File: src/hdl/mcpf_ring_ram.sv
// Simple dual-port RAM holding the ring bytes of all pipes, with registered read.
`default_nettype none

module mcpf_ring_ram #(
    parameter int DEPTH = 16,
    parameter int WIDTH = 8,
    parameter int ADDR_W = $clog2(DEPTH)
) (
    input  wire logic              clk,
    input  wire logic              we,
    input  wire logic [ADDR_W-1:0] waddr,
    input  wire logic [WIDTH-1:0]  wdata,
    input  wire logic              re,
    input  wire logic [ADDR_W-1:0] raddr,
    output logic      [WIDTH-1:0]  q
);

    logic [WIDTH-1:0] mem [DEPTH];

    // Write port.
    always_ff @(posedge clk)
    begin
        if (we)
        begin
            mem[waddr] <= wdata;
        end
    end

    // Read port; the data register holds while no read is issued.
    always_ff @(posedge clk)
    begin
        if (re)
        begin
            q <= mem[raddr];
        end
    end

endmodule

`default_nettype wire

File: config.mk
export PLATFORM = sky130hd
export DESIGN_NAME = mcpf_ring_ram
export DESIGN_NICKNAME = d
export VERILOG_FILES = /design/src/hdl/mcpf_ring_ram.sv
export SDC_FILE = /design/constraint.sdc
export NUM_CORES = 1
export LEC_CHECK = 0
export ABC_AREA = 1
export BUFFER_PORTS_ARGS = -buffer_cell sky130_fd_sc_hd__buf_2
export CAP_MARGIN = 20
export CORE_MARGIN = 2
export CORE_UTILIZATION = 65
export DETAILED_ROUTE_END_ITERATION = 16
export GPL_ROUTABILITY_DRIVEN = 0
export PLACE_DENSITY = 0.84
export SKIP_CTS_REPAIR_TIMING = 1
export SLEW_MARGIN = 20
export SYNTH_ARGS = -nofsm -noshare
export SYNTH_HDL_FRONTEND = slang
export SYNTH_SLANG_ARGS = --single-unit
File: constraint.sdc
create_clock -name clk -period 2.85 [get_ports clk]
set_clock_uncertainty 0.1 [all_clocks]
set_input_delay 0.1425 -clock clk [delete_from_list [all_inputs] [get_ports clk]]
set_output_delay 0.1425 -clock clk [all_outputs]
set_load 0.02 [all_outputs]
==> results of run 1 <==
==> logic make-up after synthesis <==
| group | synth area share (%) |
|---|---|
| buffers and inverters | 9.39 |
| DFF | 69.8 |
| and+or+nand+nor | 20.8 |
==> sequential cells by signal, summed over array words and instances (netlist names) <==
signal	flops
q	8
mem	128
==> metrics by stage <==
stage                     instance area (µm²)  power (mW)  setup WS (ns)  cells  util [%]
after global placement                   5980        2.56           1.09    665      68.5
after global routing                     6650        4.83           1.46    704      76.3
after detailed placement                 5980        2.58           1.05    665      68.5
after CTS                                6550        4.70           1.50    694      75.1
final                                    6650        4.73           1.50    704      76.3
after floorplan                          5850        2.48           1.66    551         -
==> report_power, final <==
group	switching, mW	internal [mW]	leakage [nW]	total (mW)
logic	0.212	0.0794	1.36	0.291
registers	0.0129	2.25	1.24	2.27
clock network	0.776	1.40	0.271	2.17
==> synth_stat cells <==
cell type / number / area, µm²
buf_1: 1 / 3.75
buf_2: 13 / 65.1
buf_4: 4 / 30.0
buf_6: 6 / 67.6
edfxtp_1: 136 / 4080
inv_1: 100 / 375
inv_2: 2 / 7.51
nand2_1: 173 / 649
nand3_1: 97 / 485
nand3b_1: 2 / 15.0
nor2_1: 17 / 63.8
==> metal layers <==
metal / routed length, µm / part of all wire [%]
met1: 5290 / 39
met3: 1640 / 12
met5: 0 / 0
met2: 6270 / 46
met4: 533 / 3.9
==> cell type report <==
class                   count  area share [%]
multi-input cells         289            18.2
clock buffers              19            6.34
well taps                 108            2.03
clock inverters            10            2.33
inverters                 102            5.76
repair buffers             40            3.91
flip-flops and latches    136            61.4
==> path summary, 6_finish.rpt <==
| path | start | endpoint |
|---|---|---|
| min | raddr[2] | q[0] |
| max reg2reg | mem[11][4] | q[4] |
| min reg2reg | mem[4][0] | q[0] |
| max | q[0] | q[0] |
==> cell usage in the layout, fill, tap and decap left out <==
master	instances
nand2_1	173
bufinv_16	4
buf_2	26
nand3b_1	2
clkinv_2	1
inv_1	100
clkinv_1	2
buf_4	4
nor2_1	17
clkinvlp_4	3
edfxtp_1	136
clkbuf_8	1
clkbuf_16	16
nand3_1	97
clkbuf_1	2
dlygate4sd3_1	10
inv_2	2
==> impl_results.md, run 1 <==
* Status: completed
* Flops & latches, synth at 136
* Worst hold slack at roughly 0.064 ns
* Clock Pin Slew Worst Setup and Hold Paths at 0.06 ns
* FF/Latch Area at about 4100 µm²
* Antenna-violating nets left at 0
* Ports at 27
* Slew @ Worst Pin at roughly 1 ns
* Levels on crit path at 1
* Leak pwr at between 2 and 3 nW
* Fin. max-slew vios at 0
* Clock sink count at roughly 140
* CTS tree: done
* Iteration-0 DRC Markers at 719
* H-tree depth at 4
* Max_cap viols at 0
* Share of cells above drive strength 1 at 9.56%
* Hold path cells at 4
* Initial Util at about 67%
* Synth cell types at 11
* Root Buffer: clkbuf_8
* Grt met3 use at just over 8%
* I/O Buffers at 26
* Total GRT Usage at just under 30%
* Vias at roughly 4,100
* YS warnings at 0
* Largest net degree at the start of global routing at 65
* Crit path time final at between 1 and 1.5 ns
* Final hold vios at 0
* CTS buffer count at 17
* Nets@finish at ~610
* Rel. slew slack at 34.5%
* Worst reg-to-reg path cell count at 6
* Avg Cell Area, Syn at between 10 and 15 µm²
* Worst VDD drop at between 500 and 600 µV
* Global-route wire length before repair at between 20,000 and 25,000 µm
* Drt first pass iters at 8
* Syn_nets at 570
* Worst setup SP type: flop
* Fill cells at between 500 and 600
* Floorplan row count at 34
* Post-synthesis sequential area ratio at a little over two thirds
* Hold WC Path Type: in -> reg
* Met2 usage at 43.7%
* Post-route clock period utilization at between 40% and 50%
* Area growth syn-to-layout at 13.8%
* Crit-path max cell delay at slightly below 0.4 ns
* R2R setup slack at between 1.5 and 2 ns
* Diode count at 0
* GRT Max-Usage Layer: met2
* Drt total wl at about 14,000 µm
* Kind of critical path: reg -> out
* CP delay by family, top: flip-flops
* Die X at 98.8 µm
* Total gr overflow at 0
* Core footprint at 8720 µm²
* Fmax at 740 MHz
* Number of global-route vias before repair at 3,902
* Worst EP arrival at 1.11 ns
* Critical Path, Cell by Cell: buf_2
* Die Height at around 100 µm
* Setup TNS at 0 ns
* CTS Buffer Depth at 2
* Crit. End Element: output pin
* RSZ-0062 raised after global routing: false
* Vias/cell at slightly below 6
* # DRC at 0
* Power Density at 711 nW/µm²
* Initial antenna violation count at 0
* Setup Viol. Count Final at 0
* Worst Path Required at 2.61 ns
* Full die area at between 9000 and 10,000 µm²
* Gate Count Post-Synth at roughly 550
* DPL Wire Length at 8050 µm
* Wire per inst at between 15 and 20 µm
* GR Util met1 at 41.5%
* Clk_lat worst skew at ~0.54 ns
* Crit Path Max Fanout at 1
* Synth Cell Area at 5850 µm²
* Multi-input logic area at 1210 µm²
* Buf/Inv on CP at 1
* CP max-delay cell: edfxtp_1
No activity file was read; power rests on OpenSTA's default activity.
==> inputs of run 2 (changes only) <==
Settings changed: CORE_UTILIZATION 65 to 61, PLACE_DENSITY 0.84 to 0.79.
Clock period 2.85 ns to 1.35 ns, I/O delays scaled along.
==> impl_results.md, run 2 (same netlist as run 1, synthesis figures left out) <==
* CTS buffer count at 17
* Status: completed
* Fin util at 74.5%
* Nets@finish at between 600 and 700
* Full die area at between 10,000 and 15,000 µm²
* Crit Path Max Fanout at 1
* Clock sink count at between 100 and 150
* Largest reg by FF count: mem
* CP max-delay cell: edfxtp_1
* Core footprint at between 9000 and 10,000 µm²
* Hold WC Path Type: in -> reg
* Antenna-violating nets left at 0
* Die Height at 102 µm
* Drt total wl at 13,200 µm
* I/O Buffers at 26
* Root Buffer: clkbuf_8
* Global-route wire length before repair at around 20,000 µm
* Logic pwr share at 6.4%
* Commonest cells after routing, fill and taps aside: 173 x nand2_1, 136 x edfxtp_1, 100 x inv_1
* Floorplan row count at 35
* Worst EP arrival at roughly 1.5 ns
* Critical Path, Cell by Cell: inv_1, nand2_1, nand3_1, nand3_1, nand3_1, nand2_1
* Diode count at 0
* Fmax at approximately 770 MHz
* Vias/cell at approximately 5.4
* Rel. slew slack at a little over three fifths
* Number of global-route vias before repair at 3,893
* Pint at 7.95 mW
* Largest net degree at the start of global routing at 49
* Max_cap viols at 0
* H-tree depth at 4
* Share of cells above drive strength 1 at 13.4%
* CTS tree: done
* Reg power frac at between 40% and 50%
* Clock Pin Slew Worst Setup and Hold Paths at around 0.060 ns
* CP delay by family, top: simple AND/OR/NAND/NOR gates
* Leak pwr at approximately 3.0 nW
* Top Registers: mem (128), q (8)
* Area growth syn-to-layout at 18.3%
* Max reg flops at roughly 130
* Ports at 27
* Worst setup SP type: flop
* Drt first pass iters at 6
* Crit. End Element: flop
* Most frequent cell on the critical path: nand3_1
* Kind of critical path: reg -> reg
* Buf/Inv on CP at 1
* Pre-CTS setup slack at -0.0282 ns
* Sw Pwr at between 2 and 2.5 mW
* Vias at about 4,000
* Crit-path max cell delay at 0.37 ns
* Slew @ Worst Pin at ~0.56 ns
* Initial Util at 63.0%
* # DRC at 0
* Crit path time final at 1.30 ns
* Wire per inst at 17.6 µm
* Switching Fraction at around a fifth
* Clock power frac at between 40% and 50%
* Power Density at 1460 nW/µm²
* DPL Wire Length at ~8000 µm
* Total gr overflow at 0
* Setup Viol. Count Final at 0
* Worst VDD drop at 1010 µV
* Final WS setup at 0.0464 ns
* Total GRT Usage at between 20% and 30%
* Initial antenna violation count at 0
* Final hold vios at 0
* Worst Path Required at between 1.5 and 2 ns
* Post-route clock period utilization at 96.6%
* CTS Buffer Depth at 2
* Overall Power at ~10 mW
* Iteration-0 DRC Markers at about 400
* Fill cells at ~610
* Most common library cell in the layout ignoring fill and taps: nand2_1
* Die X at 102 µm
* RSZ-0062 raised after global routing: false
* Clk_lat worst skew at around 0.52 ns
* Fin. max-slew vios at 0
==> run 2: changes by cell type in the layout (fill, tap and decap cells not counted) <==
cell	before	now
buf_12	0	4
buf_4	4	22
clkinv_1	2	1
clkinv_2	1	3
clkinvlp_4	3	4
inv_6	0	1
==> run 2: metrics by stage <==
stage | cells | hold slack, ns | setup TNS (ns) | area, µm²
floorplan | 551 | 0.0664 | 0 | 5850
global placement | 708 | 0.333 | 0 | 6220
detailed placement | 708 | 0.333 | -0.0555 | 6220
CTS | 740 | -0.209 | 0 | 6820
global route | 750 | 0.0723 | 0 | 6920
finish | 750 | 0.0598 | 0 | 6920
==> run 2: worst paths after layout <==
| kind | start | end | slack (ns) | cells after the start |
|---|---|---|---|---|
| min reg2reg | mem[10][5] | q[5] | 0.67 | 6 |
| min | raddr[2] | q[7] | 0.06 | 5 |
| max reg2reg | mem[3][7] | q[7] | 0.05 | 6 |
| max | mem[3][7] | q[7] | 0.05 | 6 |
==> run 2: routing by layer <==
layer	up-vias	wire length, µm	track usage [%]	part of all wire [%]
met5	-	0	0	0
met4	0	320	11.7	2.4
met3	32	1280	7.18	9.7
met2	221	6520	44.0	50
met1	1885	5050	36.2	38
li1	1892	-	-	-
==> run 2: layout make-up <==
type                       instances  area, µm²  area share (%)
timing repair buffer              62        475            6.87
clock buffer                      19        422            6.10
sequential                       136       4080            59.0
clock inverter                    13        178            2.57
inverter                         102        383            5.54
tap                              129        161            2.33
multi-input combinational        289       1210            17.5
==> run 2: worst reg2reg max path: cells and delay by family, from the launching register on <==
family	cells	cell delay [ns]
flops	1	0.37
buf+inv	1	0.06
simple gates	5	0.52
==> run 2: power by group through the flow <==
stage                     sequential (mW)  combinational [mW]  clock (mW)
after floorplan                      4.89               0.333           0
after global placement               4.87               0.590           0
after detailed placement             4.87               0.609           0
after CTS                            4.79               0.617        4.71
after global routing                 4.79               0.709        4.89
final                                4.79               0.644        4.67
